===== src/rtl/core/mrwt_pkg.sv =====
// ----------------------------------------------------------------------------
// mrwt_pkg
// Shared types and constants of the Miller-Rabin witness test unit.
// ----------------------------------------------------------------------------
package mrwt_pkg;

  // Verdict codes carried on the result word
  localparam logic [1:0] VERDICT_TWO       = 2'd0;
  localparam logic [1:0] VERDICT_PROBABLE  = 2'd1;
  localparam logic [1:0] VERDICT_COMPOSITE = 2'd2;
  localparam logic [1:0] VERDICT_REJECTED  = 2'd3;

  // Fixed field widths of the stream words
  localparam int unsigned FIELD_W   = 32;
  localparam int unsigned IN_DATA_W = 64;
  localparam int unsigned OUT_DATA_W = 8;

  // Status of the shared modular multiplier
  typedef struct packed {
    logic busy;
    logic done;
  } mm_stat_t;

endpackage


===== src/rtl/core/mrwt_modmul.sv =====
// ----------------------------------------------------------------------------
// mrwt_modmul
// Iterative shift-and-add modular multiplier: one multiplier bit per cycle.
// ----------------------------------------------------------------------------
module mrwt_modmul #(
  parameter int unsigned NUM_WIDTH = 32
) (
  input  logic                  clk,
  input  logic                  rst,
  input  logic                  start,
  input  logic [NUM_WIDTH-1:0]  x,
  input  logic [NUM_WIDTH-1:0]  y,
  input  logic [NUM_WIDTH-1:0]  m,
  output mrwt_pkg::mm_stat_t    stat,
  output logic [NUM_WIDTH-1:0]  result
);
  import mrwt_pkg::*;

  logic                 busy;
  logic [NUM_WIDTH-1:0] acc;
  logic [NUM_WIDTH-1:0] addend;
  logic [NUM_WIDTH-1:0] mult;
  logic [NUM_WIDTH-1:0] modulus;
  logic [NUM_WIDTH:0]   sum;
  logic [NUM_WIDTH:0]   dbl;
  logic [NUM_WIDTH-1:0] acc_next;
  logic [NUM_WIDTH-1:0] addend_next;

  // Add and double with full reduction against the modulus
  always_comb begin
    sum = {1'b0, acc} + {1'b0, addend};
    dbl = {addend, 1'b0};
    if (sum >= {1'b0, modulus}) begin
      sum = sum - {1'b0, modulus};
    end
    if (dbl >= {1'b0, modulus}) begin
      dbl = dbl - {1'b0, modulus};
    end
    acc_next    = mult[0] ? sum[NUM_WIDTH-1:0] : acc;
    addend_next = dbl[NUM_WIDTH-1:0];
  end

  // Busy flag
  always_ff @(posedge clk) begin
    if (rst) begin
      busy <= 1'b0;
    end else if (start) begin
      busy <= 1'b1;
    end else if (busy && mult == '0) begin
      busy <= 1'b0;
    end
  end

  // Load operands or advance one bit
  always_ff @(posedge clk) begin
    if (start) begin
      acc     <= '0;
      addend  <= x;
      mult    <= y;
      modulus <= m;
    end else if (busy && mult != '0) begin
      acc    <= acc_next;
      addend <= addend_next;
      mult   <= mult >> 1;
    end
  end

  assign stat.busy = busy;
  assign stat.done = busy && (mult == '0);
  assign result    = acc;

endmodule


===== src/rtl/core/miller_rabin_witness_test_unit.sv =====
// ----------------------------------------------------------------------------
// A rejected candidate or two is settled by the input check alone; any other
//   candidate runs the full round on the shared shift-and-add multiplier,
//   which takes one bit per cycle.
// Throughput: one word at a time; a new word is taken once the verdict is
//   handed to the output register.
// Reset: synchronous, clears the sequencer, multiplier and output valid.
// ----------------------------------------------------------------------------
// miller_rabin_witness_test_unit
// One strong-probable-prime round per input word, on one shared modular
// multiplier under a small sequencer.
// ----------------------------------------------------------------------------
module miller_rabin_witness_test_unit #(
  parameter int unsigned NUM_WIDTH = 32
) (
  input  logic                               clk,
  input  logic                               rst,
  input  logic                               s_tvalid,
  output logic                               s_tready,
  // [31:0] candidate, [63:32] witness_base
  input  logic [mrwt_pkg::IN_DATA_W-1:0]     s_tdata,
  output logic                               m_tvalid,
  input  logic                               m_tready,
  // [1:0] verdict, [7:2] zero
  output logic [mrwt_pkg::OUT_DATA_W-1:0]    m_tdata
);
  import mrwt_pkg::*;

  localparam int unsigned CW = (NUM_WIDTH < FIELD_W) ? NUM_WIDTH : FIELD_W;
  localparam int unsigned SW = $clog2(NUM_WIDTH + 1);

  typedef enum logic [7:0] {
    ST_IDLE   = 8'b0000_0001,
    ST_REDUCE = 8'b0000_0010,
    ST_DECOMP = 8'b0000_0100,
    ST_POW    = 8'b0000_1000,
    ST_POW_R  = 8'b0001_0000,
    ST_POW_S  = 8'b0010_0000,
    ST_SQ     = 8'b0100_0000,
    ST_SQ_W   = 8'b1000_0000
  } state_t;

  state_t               state;
  logic                 out_pend;
  logic [1:0]           verdict;
  logic [1:0]           verdict_out;
  logic [NUM_WIDTH-1:0] n;
  logic [NUM_WIDTH-1:0] d;
  logic [SW-1:0]        s;
  logic [NUM_WIDTH-1:0] r;
  logic [NUM_WIDTH-1:0] sq;

  logic [NUM_WIDTH-1:0] n_in;
  logic [NUM_WIDTH-1:0] a_in;
  logic                 accept;
  logic                 mm_start;
  logic [NUM_WIDTH-1:0] mm_x;
  logic [NUM_WIDTH-1:0] mm_y;
  logic [NUM_WIDTH-1:0] mm_m;
  logic [NUM_WIDTH-1:0] mm_res;
  mm_stat_t             mm_stat;
  logic                 out_free;

  // Take the low bits of each field
  assign n_in = NUM_WIDTH'(s_tdata[CW-1:0]);
  assign a_in = NUM_WIDTH'(s_tdata[FIELD_W+CW-1:FIELD_W]);

  assign out_free = !m_tvalid || m_tready;
  assign s_tready = (state == ST_IDLE) && !out_pend;
  assign accept   = s_tvalid && s_tready;

  // Select operands for the shared multiplier
  always_comb begin
    mm_start = 1'b0;
    mm_x     = sq;
    mm_y     = sq;
    mm_m     = n;
    case (state)
      ST_IDLE: begin
        mm_x     = NUM_WIDTH'(1);
        mm_y     = a_in;
        mm_m     = n_in;
        mm_start = accept && n_in[0] && (n_in > NUM_WIDTH'(2));
      end
      ST_POW: begin
        if (d != '0) begin
          mm_start = 1'b1;
          if (d[0]) begin
            mm_x = r;
            mm_y = sq;
          end
        end
      end
      ST_POW_R: begin
        mm_start = mm_stat.done && (d != NUM_WIDTH'(1));
      end
      ST_SQ: begin
        mm_x     = r;
        mm_y     = r;
        mm_start = (s != '0) && !out_pend;
      end
      default: begin
        mm_start = 1'b0;
      end
    endcase
  end

  mrwt_modmul #(
    .NUM_WIDTH(NUM_WIDTH)
  ) u_modmul (
    .clk    (clk),
    .rst    (rst),
    .start  (mm_start),
    .x      (mm_x),
    .y      (mm_y),
    .m      (mm_m),
    .stat   (mm_stat),
    .result (mm_res)
  );

  // Sequencer
  always_ff @(posedge clk) begin
    if (rst) begin
      state    <= ST_IDLE;
      out_pend <= 1'b0;
    end else begin
      if (out_pend && out_free) begin
        out_pend <= 1'b0;
      end
      case (state)
        ST_IDLE: begin
          if (accept) begin
            n <= n_in;
            d <= n_in - NUM_WIDTH'(1);
            s <= '0;
            if (n_in < NUM_WIDTH'(2)) begin
              verdict  <= VERDICT_REJECTED;
              out_pend <= 1'b1;
            end else if (n_in == NUM_WIDTH'(2)) begin
              verdict  <= VERDICT_TWO;
              out_pend <= 1'b1;
            end else if (!n_in[0]) begin
              verdict  <= VERDICT_REJECTED;
              out_pend <= 1'b1;
            end else begin
              state <= ST_REDUCE;
            end
          end
        end
        ST_REDUCE: begin
          if (mm_stat.done) begin
            sq    <= mm_res;
            r     <= NUM_WIDTH'(1);
            state <= ST_DECOMP;
          end
        end
        ST_DECOMP: begin
          // strip factors of two from n-1
          if (!d[0]) begin
            d <= d >> 1;
            s <= s + SW'(1);
          end else begin
            state <= ST_POW;
          end
        end
        ST_POW: begin
          if (d == '0) begin
            state <= ST_SQ;
          end else if (d[0]) begin
            state <= ST_POW_R;
          end else begin
            state <= ST_POW_S;
          end
        end
        ST_POW_R: begin
          if (mm_stat.done) begin
            r <= mm_res;
            if (d == NUM_WIDTH'(1)) begin
              // last exponent bit: skip the unused square
              d     <= '0;
              state <= ST_POW;
            end else begin
              state <= ST_POW_S;
            end
          end
        end
        ST_POW_S: begin
          if (mm_stat.done) begin
            sq    <= mm_res;
            d     <= d >> 1;
            state <= ST_POW;
          end
        end
        ST_SQ: begin
          if (!out_pend) begin
            if (s == '0) begin
              verdict  <= (r != NUM_WIDTH'(1)) ? VERDICT_COMPOSITE : VERDICT_PROBABLE;
              out_pend <= 1'b1;
              state    <= ST_IDLE;
            end else begin
              state <= ST_SQ_W;
            end
          end
        end
        ST_SQ_W: begin
          if (mm_stat.done) begin
            // nontrivial square root of one
            if (mm_res == NUM_WIDTH'(1) && r != NUM_WIDTH'(1)
                && r != n - NUM_WIDTH'(1)) begin
              verdict  <= VERDICT_COMPOSITE;
              out_pend <= 1'b1;
              state    <= ST_IDLE;
            end else begin
              r     <= mm_res;
              s     <= s - SW'(1);
              state <= ST_SQ;
            end
          end
        end
        default: begin
          state <= ST_IDLE;
        end
      endcase
    end
  end

  // Output register: load the pending verdict, drop valid when taken
  always_ff @(posedge clk) begin
    if (rst) begin
      m_tvalid <= 1'b0;
    end else if (out_pend && out_free) begin
      m_tvalid <= 1'b1;
    end else if (m_tready) begin
      m_tvalid <= 1'b0;
    end
  end

  always_ff @(posedge clk) begin
    if (out_pend && out_free) begin
      verdict_out <= verdict;
    end
  end

  assign m_tdata = {(OUT_DATA_W - 2)'(0), verdict_out};

endmodule


===== config.mk =====
export PLATFORM = sky130hd
export DESIGN_NAME = miller_rabin_witness_test_unit
export DESIGN_NICKNAME = d
export VERILOG_FILES = /design/src/rtl/core/mrwt_pkg.sv /design/src/rtl/core/mrwt_modmul.sv /design/src/rtl/core/miller_rabin_witness_test_unit.sv
export SDC_FILE = /design/constraint.sdc
export NUM_CORES = 1
export LEC_CHECK = 0
export BUFFER_PORTS_ARGS = -buffer_cell sky130_fd_sc_hd__buf_2
export CAP_MARGIN = 20
export CORE_ASPECT_RATIO = 1.2
export CORE_UTILIZATION = 30
export CTS_BUF_LIST = sky130_fd_sc_hd__clkbuf_16
export DETAILED_ROUTE_END_ITERATION = 10
export PLACE_DENSITY = 0.43
export SYNTH_ARGS = -nofsm -noshare
export SYNTH_HDL_FRONTEND = slang
export SYNTH_SLANG_ARGS = --single-unit

===== constraint.sdc =====
create_clock -name clk -period 10.4 [get_ports clk]
set_clock_uncertainty 0.05 [all_clocks]
set_input_delay 1.04 -clock clk [delete_from_list [all_inputs] [get_ports clk]]
set_output_delay 1.04 -clock clk [all_outputs]
set_load 0.1 [all_outputs]

## Word level (Yosys, flattened, before mapping)

Index checks and enable logic that the tools add are counted.

| word-level totals | value |
|---|---|
| input port bits | 68 |
| word-level logic and storage cells | 164 |
| flip-flop bits (word level) | 277 |

| cells by class | value |
|---|---|
| mux-type cells | 69 |
| reductions and logical operators | 37 |
| order comparisons | 4 |
| bitwise operators | 1 |
| add/sub/neg operators | 7 |
| equal/unequal tests | 30 |

Operator list:

| kind | number |
|---|---|
| 32-bit two-way mux | 18 |
| 32-bit case mux with 3 select lines | 2 |
| 32-bit case mux with 4 select lines | 1 |
| 8-bit two-way mux | 11 |
| 33-bit by 32-bit greater-or-equal comparator with 1-bit output | 2 |
| 32-bit by 1-bit equality test with 1-bit output (second input constant) | 2 |
| 32-bit logical NOT | 2 |
| 32-bit by 1-bit != test with 1-bit output (second input constant) | 2 |
| 32-bit case mux with 2 select lines | 1 |
| 8-bit case mux with 8 select lines | 1 |
| 32-bit nonzero test | 2 |
| 32-bit by 1-bit subtractor with 32-bit output (second input constant) | 2 |
| 32-bit subtractor | 2 |
| 6-bit two-way mux | 6 |
| 32-bit by 32-bit adder with 33-bit output | 1 |
| 32-bit by 2-bit equality test with 1-bit output (second input constant) | 1 |
| 32-bit by 2-bit greater-than comparator with 1-bit output (second input constant) | 1 |
| 32-bit by 2-bit less-than comparator with 1-bit output (second input constant) | 1 |
| 32-bit != test | 1 |
| 2-bit != test (second input constant) | 15 |
| 2-bit two-way mux | 9 |
| 6-bit case mux with 3 select lines | 1 |
| 6-bit AND reduction | 3 |
| 1-bit two-way mux | 14 |
| 30 further kinds | 47 |

## Depth between registers and ports, before layout

Gate-level depths: netlist of run 1.

| logic depth | value |
|---|---|
| depth in word-level cells | 9 |
| gate-level depth with buffers | 23 |

## Modules after synthesis

From an unflattened synthesis of run 1, not the netlist that was laid out.

| unflattened totals | value |
|---|---|
| cells, all modules | 2144 |
| area total of the unflattened synthesis | 19832.8 um^2 |

Modules (own cells, without submodules):

| module | instances | area each (um^2) | cells an instance |
|---|---|---|---|
| mrwt_modmul | 1 | 10736.5 | 1177 |
| miller_rabin_witness_test_unit | 1 | 9096.2 | 967 |

## Least setup slack after synthesis of run 1

No wires, ideal clock.

| path | value |
|---|---|
| path type | reg-to-reg |
| start | reg n[3] |
| end | reg r[0], enable pin |
| data required time | 9.849 ns |
| buffers on the path | 2 |
| cell stages (with the launch flop) | 13 |
| setup slack | 4.298 ns |
| library setup time | 0.501 ns |
| data arrival time | 5.551 ns |
| clock period less this slack | 6.102 ns |
| path through | edfxtp_1 -> clkbuf_1 -> nor4_1 -> and3_1 -> clkbuf_1 -> and3_1 -> nor2_1 -> nand4b_1 -> nor4_1 -> nand4_1 -> o21ai_1 -> nor2_1 -> nor4_1 |

| between the ends | value |
|---|---|
| cells in the longest elaborated chain, start to end | 5 |

Ends and longest elaborated chain:

| element | line | RTL |
|---|---|---|
| start, declared | miller_rabin_witness_test_unit.sv:47 | `logic [NUM_WIDTH-1:0] n;` |
| start signal, assigned | miller_rabin_witness_test_unit.sv:133 | `n <= n_in;` |
| 32-bit by 1-bit subtractor with 32-bit output | miller_rabin_witness_test_unit.sv:209 | `&& r != n - NUM_WIDTH'(1)) begin` |
| 32-bit != test | miller_rabin_witness_test_unit.sv:209 |  |
| 1-bit logical AND | miller_rabin_witness_test_unit.sv:209 |  |
| 2-bit != test (no source line) | n/a |  |
| 6-bit AND reduction (no source line) | n/a |  |
| end signal, assigned | miller_rabin_witness_test_unit.sv:177 | `r <= mm_res;` |
| end signal, assigned | miller_rabin_witness_test_unit.sv:214 | `r <= mm_res;` |
| end, declared | miller_rabin_witness_test_unit.sv:50 | `logic [NUM_WIDTH-1:0] r;` |

Every way passes these cells.
A chain may end at the register's enable or synchronous reset.

## Worst setup path after layout of run 1

| path | value |
|---|---|
| start | reg u_modmul.addend[1] |
| end | reg u_modmul.acc[4] (netlist: u_modmul.result[4]) |

| between the ends | value |
|---|---|
| cells in the longest elaborated chain, start to end | 3 |
| elaborated cells between the ends (all ways) | 4 |
| those cells by class | add/sub: 2; order compare: 1; mux: 1 |

Ends and longest elaborated chain:

| element | line | RTL |
|---|---|---|
| start, declared | mrwt_modmul.sv:21 | `logic [NUM_WIDTH-1:0] addend;` |
| start signal, assigned | mrwt_modmul.sv:63 | `addend <= addend_next;` |
| 32-bit by 32-bit adder with 33-bit output (*) | mrwt_modmul.sv:31 | `sum = {1'b0, acc} + {1'b0, addend};` |
| 32-bit subtractor / 33-bit by 32-bit greater-or-equal comparator with 1-bit output (equally long branches) | mrwt_modmul.sv:34, mrwt_modmul.sv:33 |  |
| 32-bit two-way mux (*) | mrwt_modmul.sv:33 | `if (sum >= {1'b0, modulus}) begin` |
| end signal, assigned | mrwt_modmul.sv:62 | `acc <= acc_next;` |
| end, declared | mrwt_modmul.sv:20 | `logic [NUM_WIDTH-1:0] acc;` |

Every way passes the cells marked *; elsewhere a longest branch is shown, timed or not.

==> summary.txt, run 1 <==
STA
  • Tcrit/Tclk final: 0.5618
  • Peak Freq: between 0.15 and 0.2 GHz
  • Slew Viols, Final: 0
  • Slew Limit Headroom: 0.2394
  • Final hold vios: 0
  • Worst-margin pin slew: around 1.1 ns
  • Fin Setup TNS: 0 ns
  • Minimum clock period: roughly 5.8 ns
  • Unrepaired setup endpoints after global routing: no
  • Final setup violation count: 0

Synth
  • Commonest cells in the netlist: nand2_1, edfxtp_1, nor2_1, a21oi_1, o21ai_0
  • Mapped Cells: 2103
  • Most frequent cell after synthesis: nand2_1
  • Synth Warn #: 0
  • Cell variety after synth: 87
  • Number of synthesized flops with an enable pin: 234
  • Top cell type's share of synthesized area: 0.3645
  • Mapped Area: about 19000 µm²
  • Avg Synthesized Cell Area: between 9 and 10 µm²
  • #FFs+latches synth: 277
  • Share of synthesized registers carrying an async set or reset: 0
  • Top FF cell, synth: edfxtp_1
  • Top cell type by total area after synthesis: edfxtp_1
  • Area contributors post-synth: edfxtp_1, ha_1, nand2_1
  • Seq/Total Area, Yosys: 0.4092

Clocking
  • PostCTS Resize Cnt: 0
  • CTS tree: yes
  • Clock transition at path regs: 0.06 ns
  • Root buf cell: clkbuf_16
  • Clk buf depth: 3
  • # hold bufs at CTS: 0
  • Htree depth: 1
  • Later-pin clock latency in the skew report: 0.60 ns
  • CTS buffer count: 31
  • Post-CTS setup buffers: 0
  • Clk sinks: between 200 and 300

Detailed routing
  • Via density: roughly 5.5
  • Vias: about 16000
  • Final ANT Viol Nets: 0
  • WL/cell: around 24 µm
  • Drc violations: 3
  • Detailed-route wire length: 70230 µm
  • Initial DRC count: 1146
  • DRT Pass-1 Iters: 8

Die
  • # IOs: 78
  • Starting Density: 0.3039
  • Die ar.: 65270 µm²
  • Die X: 233.4 µm
  • Die height: roughly 280 µm
  • Core footprint: between 60000 and 70000 µm²
  • Row Count: 101

Critical path
  • Worst Path Max Fanout: 28
  • Reg-to-reg slack, setup: between 4 and 5 ns
  • RR Startpoint: u_modmul.addend[1]
  • Crit path required time: 10.84 ns
  • R2R depth: 21
  • WS Path Type: reg2reg
  • Worst R2R End: u_modmul.result[4]
  • CP Launch Type: flop
  • CP Capture Type: flop
  • WP data arrival: between 6 and 7 ns

Global route
  • GRT Util Overall: 0.2131
  • Initial antenna violation count: 1
  • First-pass GRT wire length: between 100000 and 150000 µm
  • Vias in the first global route: ~17000
  • GR Overflow Total: 0
  • Largest net degree at the start of global routing: between 70 and 80

Finish
  • Design Area, Final: about 21000 µm²
  • Post-Layout Cell Count: slightly below 3000
  • Area grow syn2layout: 10.81%
  • NumNets Final: 2306
  • Antenna diode count: 0
  • Layout cells sized above 1: 0.08550

Outcome
  • Status: finished with violations
  • Failing checks: design-rule violations

Placed design
  • Placed instance count: a little under 3000
  • Detailed-placement wirelength estimate: between 50000 and 60000 µm
  • Buffers on Ports: 71
  • Placer Congestion: ~0.94
  • Post-DP Area: 20430 µm²

Hold path
  • Min-Delay Startpoint: verdict[0]
  • WHS Endpoint: verdict_out[0]
  • Min-delay worst type: reg2reg
  • Hold Path Stages: 0

Flow run
  • Max-cap viol count: 0
==> layout by cell type, fill, tap and decap left out, types with 11 or more instances in the layout <==
| cell | n |
|---|---|
| a22oi_1 | 34 |
| nand4_1 | 33 |
| o21ai_0 | 107 |
| buf_2 | 71 |
| or4_1 | 13 |
| edfxtp_1 | 234 |
| xnor2_1 | 94 |
| nor2b_1 | 11 |
| and3_1 | 12 |
| o21bai_1 | 14 |
| nand2_1 | 275 |
| ha_1 | 103 |
| or3_1 | 18 |
| nand3_1 | 34 |
| clkbuf_16 | 31 |
| a21o_1 | 50 |
| dfxtp_1 | 43 |
| a21oi_1 | 127 |
| inv_1 | 82 |
| a221oi_1 | 33 |
| mux2i_1 | 25 |
| and2_1 | 38 |
| a211oi_1 | 30 |
| or2_2 | 13 |
| nor4_1 | 53 |
| nand2b_1 | 19 |
| o211ai_1 | 16 |
| xor2_1 | 50 |
| buf_4 | 18 |
| nor2_1 | 163 |
| o21a_1 | 13 |
| nor3_1 | 54 |
| a31oi_1 | 64 |
==> worst max path at each step <==
stage                                     end  depth (start not counted)  slack, ns          startpoint
after global routing       u_modmul.result[4]                         21       3.97  u_modmul.addend[1]
final                      u_modmul.result[4]                         21       4.56  u_modmul.addend[1]
after detailed placement   u_modmul.result[5]                         21       4.51  u_modmul.addend[1]
after floorplan                          r[0]                         12       4.30                n[3]
after CTS                 u_modmul.result[26]                         21       4.47  u_modmul.addend[1]
after global placement     u_modmul.result[4]                         21       4.48  u_modmul.addend[1]
==> cells by family after synthesis <==
group | share of synthesized area
AOI/OAI and AO/OA | 0.2006
xor gates and xnor gates | 0.06543
adders and majority gates | 0.07101
buffers and inverters | 0.03992
DFF | 0.4092
muxes | 0.01473
other | 0.0001945
and+or+nand+nor | 0.1989
==> cell type report <==
cell class / count / area [µm²]
Fill cell: 6697 / 42080
Multi-Input combinational cell: 1654 / 10700
Sequential cell: 277 / 7888
Tap cell: 824 / 1031
Clock buffer: 31 / 775.7
Timing Repair Buffer: 90 / 518.0
Inverter: 77 / 294.0
Clock inverter: 23 / 158.9
==> flip-flops by register name, indices dropped and copies added (netlist names), 6 cells and up <==
| name | flops |
|---|---|
| n | 32 |
| u_modmul.modulus | 32 |
| u_modmul.mult | 32 |
| d | 32 |
| sq | 32 |
| s | 6 |
| u_modmul.addend | 32 |
| state | 8 |
| r | 32 |
| u_modmul.result | 32 |
==> stage by stage <==
| step | util | hold WS, ns | worst slack (ns) |
|---|---|---|---|
| 2_1_floorplan | - | 0.3503 | 4.298 |
| 3_3_place_gp | 0.3215 | 0.4131 | 4.484 |
| 3_5_place_dp | 0.3220 | 0.4163 | 4.510 |
| 4_1_cts | 0.3367 | 0.4297 | 4.466 |
| 5_1_grt | 0.3367 | 0.4259 | 3.972 |
| 6_report | 0.3367 | 0.4126 | 4.558 |
==> critical path: stages (launching register included) <==
cell       delay (ns)
edfxtp_1         0.47
ha_1             0.33
a211oi_1         0.30
nor3_1           0.15
or3_1            0.39
a21oi_1          0.42
o21a_1           0.23
nor3_1           0.05
a2111oi_0        0.48
xnor2_1          0.19
ha_1             0.23
a21o_1           0.20
a21o_1           0.17
a21oi_1          0.15
nand2b_1         0.17
nand2_1          0.07
a211oi_2         0.26
nor3_1           0.10
buf_4            0.17
or2_2            0.63
mux2i_1          0.22
a211oi_1         0.27
==> layer usage <==
metal | wire (µm) | share of wire | GRT usage | vias to the layer above
met4 | 2029 | 0.029 | 0.06394 | 0
met5 | 0 | 0 | 0 | -
met2 | 34250 | 0.49 | 0.3715 | 381
li1 | - | - | - | 7917
met3 | 2855 | 0.041 | 0.02005 | 70
met1 | 31100 | 0.44 | 0.2763 | 7993
Power of run 1 is left out: the tool's default activity adds up to more than one toggle a clock period on the data nets, which glitch-free logic cannot reach.
==> run 2, diff against run 1 <==
--- a/config.mk
+++ b/config.mk
@@ -5,13 +5,14 @@
 export SDC_FILE = /design/constraint.sdc
 export NUM_CORES = 1
 export LEC_CHECK = 0
+export ABC_AREA = 1
 export BUFFER_PORTS_ARGS = -buffer_cell sky130_fd_sc_hd__buf_2
 export CAP_MARGIN = 20
 export CORE_ASPECT_RATIO = 1.2
 export CORE_UTILIZATION = 30
 export CTS_BUF_LIST = sky130_fd_sc_hd__clkbuf_16
 export DETAILED_ROUTE_END_ITERATION = 10
-export PLACE_DENSITY = 0.43
+export PLACE_DENSITY = 0.44
 export SYNTH_ARGS = -nofsm -noshare
 export SYNTH_HDL_FRONTEND = slang
 export SYNTH_SLANG_ARGS = --single-unit
==> constraint.sdc (replaced) <==
create_clock -name clk -period 4.9 [get_ports clk]
set_clock_uncertainty 0.05 [all_clocks]
set_input_delay 0.49 -clock clk [delete_from_list [all_inputs] [get_ports clk]]
set_output_delay 0.49 -clock clk [all_outputs]
set_load 0.1 [all_outputs]
==> run 2 against run 1 <==
The flow now finishes without violations. Routed wire length is 26% higher. Core utilization is 0.48 points higher. Clock-buffer cell count is 5 higher. Area after synthesis is 13% higher. Global-route usage is 2.7 points higher. Worst setup slack worse by 4.1 ns. Register-to-register slack worse by 4.1 ns. Die area is 13% higher. Hold slack worse by 0.30 ns. Sequential cell count stayed put. Via count is 25% higher. Critical path depth is 1 higher.
==> summary.txt, run 2 <==
STA
  • WHS: 0.1150 ns (-0.2976 ns)
  • Final hold vios: 0 (unchanged)
  • Final setup violation count: 0 (unchanged)
  • Minimum clock period: 4.459 ns (-1.383 ns)
  • Slew Viols, Final: 0 (unchanged)
  • Fin Setup TNS: 0 ns (unchanged)
  • Peak Freq: 0.2243 GHz (+31%)
  • Slew Limit Headroom: 0.4135 (+0.1741)
  • Worst-margin pin slew: 0.8788 ns (-0.2517 ns)
  • Tcrit/Tclk final: 0.9100 (+0.3482)
  • Unrepaired setup endpoints after global routing: no

Synth
  • Top FF cell, synth: edfxtp_1
  • Top cell type by total area after synthesis: edfxtp_1
  • Top cell type's share of synthesized area: 0.3229 (-0.04164)
  • Synth Area in Compound Gates: 0.1416 (-0.05908)
  • Cell variety after synth: 76 (-13%)
  • #FFs+latches synth: 277 (unchanged)
  • Number of synthesized flops with an enable pin: 234 (unchanged)
  • Most frequent cell after synthesis: nand2_1
  • Mapped Area: 21760 µm² (+13%)
  • Xor/xnor cell area share of the yosys netlist: 0.05106 (-0.01437)
  • Post-synthesis mux area share: 0.0004600 (-0.01427)
  • Share of synthesized registers carrying an async set or reset: 0 (unchanged)
  • Area contributors post-synth: edfxtp_1, nand2_1, inv_1
  • Seq/Total Area, Yosys: 0.3624 (-0.04675)
  • Largest family of logic cells by synthesized area: simple AND/OR/NAND/NOR gates
  • Avg Synthesized Cell Area: 7.264 µm² (-21%)
  • Commonest cells in the netlist: nand2_1, inv_1, nor2_1, edfxtp_1, o21ai_0
  • Simple-gate portion of the synthesized area: 0.2781 (+0.07922)
  • Mapped Cells: 2996 (+42%)
  • Adder-cell share of the synthesized area: 0.06290 (-0.008112)
  • Synth Warn #: 0 (unchanged)

Critical path
  • Worst Path Max Fanout: 32 (+14%)
  • CP Launch Type: flop
  • CP Capture Type: flop
  • Crit path required time: 5.33 ns (-5.51 ns)
  • WP data arrival: 4.89 ns (-1.39 ns)
  • WS Path Type: reg2reg

Detailed routing
  • Initial DRC count: 1394 (+22%)
  • DRT Pass-1 Iters: 7 (-1)
  • Vias: 20400 (+25%)
  • WL/cell: 21.99 µm (-6.8%)
  • Drc violations: 0 (-3)
  • Final ANT Viol Nets: 0 (unchanged)
  • Via density: 5.065 (-7.9%)
  • Detailed-route wire length: 88590 µm (+26%)

Die
  • Starting Density: 0.3050 (+0.001121)
  • Die X: 247.9 µm (+6.2%)
  • Die ar.: 73630 µm² (+13%)
  • # IOs: 78 (unchanged)
  • Die height: 297.0 µm (+6.2%)
  • Row Count: 107 (+5.9%)
  • Core footprint: 71360 µm² (+12%)

Placed design
  • Detailed-placement wirelength estimate: 72590 µm (+33%)
  • Placed instance count: 3964 (+36%)
  • Post-DP Area: 23290 µm² (+14%)
  • Buffers on Ports: 71 (unchanged)
  • Placer Congestion: 0.9647 (+2.4%)

Clocking
  • Later-pin clock latency in the skew report: 0.56 ns (-0.04 ns)
  • Clk sinks: 277 (unchanged)
  • CTS tree: yes
  • Clock transition at path regs: 0.06 ns (about the same)
  • PostCTS Resize Cnt: 0 (unchanged)
  • Htree depth: 2 (+1)
  • Root buf cell: clkbuf_16
  • Post-CTS setup buffers: 0 (unchanged)
  • CTS buffer count: 36 (+16%)
  • Clk buf depth: 3 (unchanged)
  • # hold bufs at CTS: 0 (unchanged)

Global route
  • Vias in the first global route: 20240 (+22%)
  • GR Overflow Total: 0 (unchanged)
  • Largest net degree at the start of global routing: 74 (+2.8%)
  • Initial antenna violation count: 2 (+1)
  • GRT Util Overall: 0.2405 (+0.02744)
  • First-pass GRT wire length: 130200 µm (+25%)

Finish
  • Layout Utilization: 0.3415 (+0.004785)
  • Most common cell after layout, fill and taps aside: nand2_1
  • Area grow syn2layout: 11.98%
  • NumNets Final: 3252 (+41%)
  • Layout cells sized above 1: 0.07866 (-0.006843)
  • Fillers: 7719 (+15%)
  • Design Area, Final: 24370 µm² (+14%)
  • Antenna diode count: 0 (unchanged)
  • Post-Layout Cell Count: 4028 (+35%)
  • Most frequent cells in the layout: nand2_1, inv_1, nor2_1, edfxtp_1, o21ai_0

Power and ir drop
  • Power per cell area: around 740 nW/µm²
  • Worst vdd ir: ~0.57 mV
  • Pleak: 10.63 nW

Outcome
  • Status: finished clean

Hold path
  • Min-delay worst type: in2reg

Flow run
  • Max-cap viol count: 0 (unchanged)
## run 2: routing by layer
metal / wire length, µm / global-route usage
met1: 36370 / 0.2865
met2: 43020 / 0.4096
met5: 7 / 0
met3: 3383 / 0.03104
met4: 5809 / 0.1411
## run 2: cell families (layout without fill, tap and decap cells)
group,after synthesis,count (layout)
and+or+nand+nor,1395,1395
DFF,277,277
xor gates and xnor gates,126,126
buffers and inverters,553,654
adders and majority gates,107,107
muxes,1,1
other,1,6
AOI/OAI and AO/OA,536,536
## run 2: power by group
| group | switching (W) | internal [W] |
|---|---|---|
| Sequential | 0.000416 | 0.00340 |
| Clock | 0.00111 | 0.00133 |
| Combinational | 0.00812 | 0.00371 |
| Total | 0.00964 | 0.00844 |
## run 2: worst paths after layout
| kind | start | endpoint | slack (ns) | cells past startpoint |
|---|---|---|---|---|
| worst min-delay path | s_tdata[1] | n[1] | 0.11 | 1 |
| worst max register to register | u_modmul.addend[8] | u_modmul.result[1] | 0.44 | 22 |
| worst max-delay path | u_modmul.addend[8] | u_modmul.result[1] | 0.44 | 22 |
| worst min register to register | state[1] | state[1] | 0.44 | 2 |
## run 2: area by class of cell
class / count / area [µm²] / share of cell area
clock inverter: 27 / 133.9 / 0.005494
sequential: 277 / 7888 / 0.3237
inverter: 464 / 1744 / 0.07158
multi-input combinational: 2171 / 11700 / 0.4800
tap: 926 / 1159 / 0.04755
timing repair buffer: 127 / 845.8 / 0.03471
clock buffer: 36 / 900.9 / 0.03697
## run 2: stage by stage
stage	setup slack, ns	power (W)
final	0.4411	0.01809
after floorplan	0.08443	0.01196
after detailed placement	0.3035	0.01564
after global routing	0.02744	0.01964
after global placement	0.3665	0.01570
after CTS	0.2503	0.01819
## run 2: critical path, stage by stage (launching register included)
cell and delay (ns):
edfxtp_1 0.48, ha_1 0.40, a21oi_1 0.25, o21ai_0 0.15, a21oi_1 0.16, nand2_1 0.18
a21oi_1 0.26, xor2_1 0.29, inv_1 0.11, ha_1 0.35, nand2_1 0.12, nor2_1 0.22
nand2_1 0.08, nor2_1 0.15, nand3_1 0.11, o2111ai_1 0.13, nor2_1 0.07, nand2_1 0.08
o21ai_2 0.10, buf_4 0.28, nand3_1 0.12, nand3_1 0.08, a21oi_1 0.16
Power figures use the tool's default switching activity.
==> run 3, diff against run 2 <==
--- a/config.mk
+++ b/config.mk
@@ -5,7 +5,7 @@
 export SDC_FILE = /design/constraint.sdc
 export NUM_CORES = 1
 export LEC_CHECK = 0
-export ABC_AREA = 1
+export ABC_AREA = 0
 export BUFFER_PORTS_ARGS = -buffer_cell sky130_fd_sc_hd__buf_2
 export CAP_MARGIN = 20
 export CORE_ASPECT_RATIO = 1.2
@@ -13,6 +13,7 @@
 export CTS_BUF_LIST = sky130_fd_sc_hd__clkbuf_16
 export DETAILED_ROUTE_END_ITERATION = 10
 export PLACE_DENSITY = 0.44
+export SETUP_SLACK_MARGIN = 0.3
 export SYNTH_ARGS = -nofsm -noshare
 export SYNTH_HDL_FRONTEND = slang
 export SYNTH_SLANG_ARGS = --single-unit
==> run 3 against run 2 <==
Sequential share of layout area is 1.1 points higher. Non-clock buffer count is 125 higher. First-iteration DRC count is 23% lower. Register-to-register slack worse by 0.33 ns. Final cell count is 22% lower. Hold slack worse by 0.033 ns. Global-route usage is 2.4 points lower. Cell area is 3.2% lower. Critical path depth is 1 higher. Maximum frequency is 6.8% lower. Via count is 15% lower. Highest routed layer is now met4.
==> summary.txt, run 3 (synthesized netlist as in run 1, its figures left out) <==
Placed design
  • Detailed-placement wirelength estimate: 55930 µm (-23%)
  • Buffers on Ports: 71 (unchanged)
  • Post-DP Area: 21510 µm² (-7.6%)
  • Pre-CTS WS: -0.1189 ns (-0.4224 ns)
  • Placer Congestion: 0.9360 (-3.0%)

STA
  • Tcrit/Tclk final: 0.9765 (+0.06652)
  • Slew Limit Headroom: 0.3648 (-0.04876)
  • Slew Viols, Final: 0 (unchanged)
  • Final hold vios: 0 (unchanged)
  • Final setup margin: 0.1151 ns (-0.3259 ns)
  • Unrepaired setup endpoints after global routing: yes
  • Peak Freq: 0.2090 GHz (-6.8%)
  • WHS: 0.08202 ns (-0.03294 ns)
  • Minimum clock period: 4.785 ns (+0.3259 ns)
  • Final setup violation count: 0 (unchanged)
  • Worst-margin pin slew: 0.9493 ns (+0.07051 ns)

Global route
  • GR Overflow Total: 0 (unchanged)
  • Largest net degree at the start of global routing: 63 (-15%)
  • GRT Util Overall: 0.2168 (-0.02375)
  • Initial antenna violation count: 1 (-1)
  • First-pass GRT wire length: 106500 µm (-18%)
  • Vias in the first global route: 17260 (-15%)

Clocking
  • Later-pin clock latency in the skew report: 0.60 ns (+0.04 ns)
  • Clock transition at path regs: 0.07 ns (about the same)
  • CTS tree: yes
  • Clk sinks: 277 (unchanged)
  • Root buf cell: clkbuf_16
  • CTS buffer count: 31 (-14%)
  • # hold bufs at CTS: 0 (unchanged)
  • Clk buf depth: 3 (unchanged)
  • Htree depth: 1 (-1)

Detailed routing
  • Vias: 17290 (-15%)
  • Drc violations: 0 (unchanged)
  • Initial DRC count: 1076 (-23%)
  • Detailed-route wire length: 71610 µm (-19%)
  • Via density: 5.506 (+8.7%)
  • WL/cell: 22.80 µm (+3.7%)
  • DRT Pass-1 Iters: 5 (-2)
  • Final ANT Viol Nets: 0 (unchanged)

Die
  • Die height: 279.7 µm (-5.8%)
  • Die X: 233.4 µm (-5.8%)
  • Core footprint: 63440 µm² (-11%)
  • Row Count: 101 (-5.6%)
  • # IOs: 78 (unchanged)
  • Starting Density: 0.3039 (-0.001121)
  • Die ar.: 65270 µm² (-11%)

Finish
  • Fillers: 6455 (-16%)
  • Layout cells sized above 1: 0.1934 (+0.1147)
  • Most frequent cells in the layout: nand2_1, edfxtp_1, buf_4, nor2_1, a21oi_1
  • Design Area, Final: 23580 µm² (-3.2%)
  • Most common cell after layout, fill and taps aside: nand2_1
  • Area grow syn2layout: 22.34%
  • NumNets Final: 2468 (-24%)
  • Antenna diode count: 0 (unchanged)

Outcome
  • Status: finished clean

Hold path
  • Min-delay worst type: in2reg

Critical path
  • Worst Path Max Fanout: 6 (-81%)
  • CP Capture Type: flop
  • WP data arrival: 5.18 ns (+0.29 ns)
  • Crit path required time: 5.30 ns (-0.03 ns)
  • WS Path Type: reg2reg
  • CP Launch Type: flop

Flow run
  • Max-cap viol count: 0 (unchanged)
-- run 3: cell types whose count changed in the layout (fill, tap and decap cells not counted), moves of 36 or more --
cell     change
a31oi_1     +51
xor2_1      -41
inv_1      -381
xnor2_1     +50
o21ai_0    -100
nor2_1     -211
buf_4      +114
nand2_1    -408
a21oi_1     -52
a21o_1      +36
nand3_1    -141
-- run 3: area by class of cell --
class / instances / area (µm²) / share of cell area
Clock buffer: 31 / 775.7 / 0.03289
Clock inverter: 26 / 299.0 / 0.01268
Inverter: 77 / 294.0 / 0.01247
Multi-Input combinational cell: 1654 / 11430 / 0.4849
Sequential cell: 277 / 7888 / 0.3345
Tap cell: 824 / 1031 / 0.04372
Timing Repair Buffer: 252 / 1861 / 0.07889
-- run 3: worst paths after layout --
kind                       from  slack (ns)             endpoint  cells past startpoint
max          u_modmul.addend[6]        0.12  u_modmul.result[30]                     23
min                  s_tdata[6]        0.08                 n[6]                      1
max reg2reg  u_modmul.addend[6]        0.12  u_modmul.result[30]                     23
min reg2reg          verdict[1]        0.40       verdict_out[1]                      0
-- run 3: worst max-delay path, cell delays in order, from the launching register on --
cell and delay [ns]:
edfxtp_1 0.39, ha_1 0.33, a21o_1 0.19, a21o_1 0.19, or3_4 0.39, a21oi_4 0.23, o21a_1 0.20, nor3_2 0.06
a2111oi_2 0.28, buf_4 0.19, xnor2_4 0.07, ha_2 0.20, a21o_1 0.19, a21o_1 0.19, a21oi_2 0.14, nand2b_4 0.16
nand2_4 0.05, a211oi_4 0.22, nor3_4 0.07, or2_4 0.30, buf_12 0.14, buf_16 0.14, mux2i_1 0.15, a21oi_1 0.08
-- run 3: metal layers --
layer,up-vias,share of wire,track usage
li1,8254,-,-
met3,108,0.040,0.01893
met2,473,0.48,0.3706
met1,8459,0.44,0.2814
met4,0,0.040,0.08292
met5,-,0,0
-- run 3: what timing repair did --
item | in CTS | in global routing
setup endpoints to repair | 32 | 32
setup buffers | 21 | 11
gates cloned | 1 | 0
pin swaps | 62 | 50
resized for setup | 76 | 65
-- run 3: stage by stage --
stage               utilization  std cells  setup TNS [ns]
floorplan                     -       2108               0
global placement         0.3391       3051         -0.8433
detailed placement       0.3391       3051          -1.590
CTS                      0.3648       3130               0
global route             0.3717       3141         -0.2409
finish                   0.3717       3141               0
Power of run 3 is left out for the same reason.
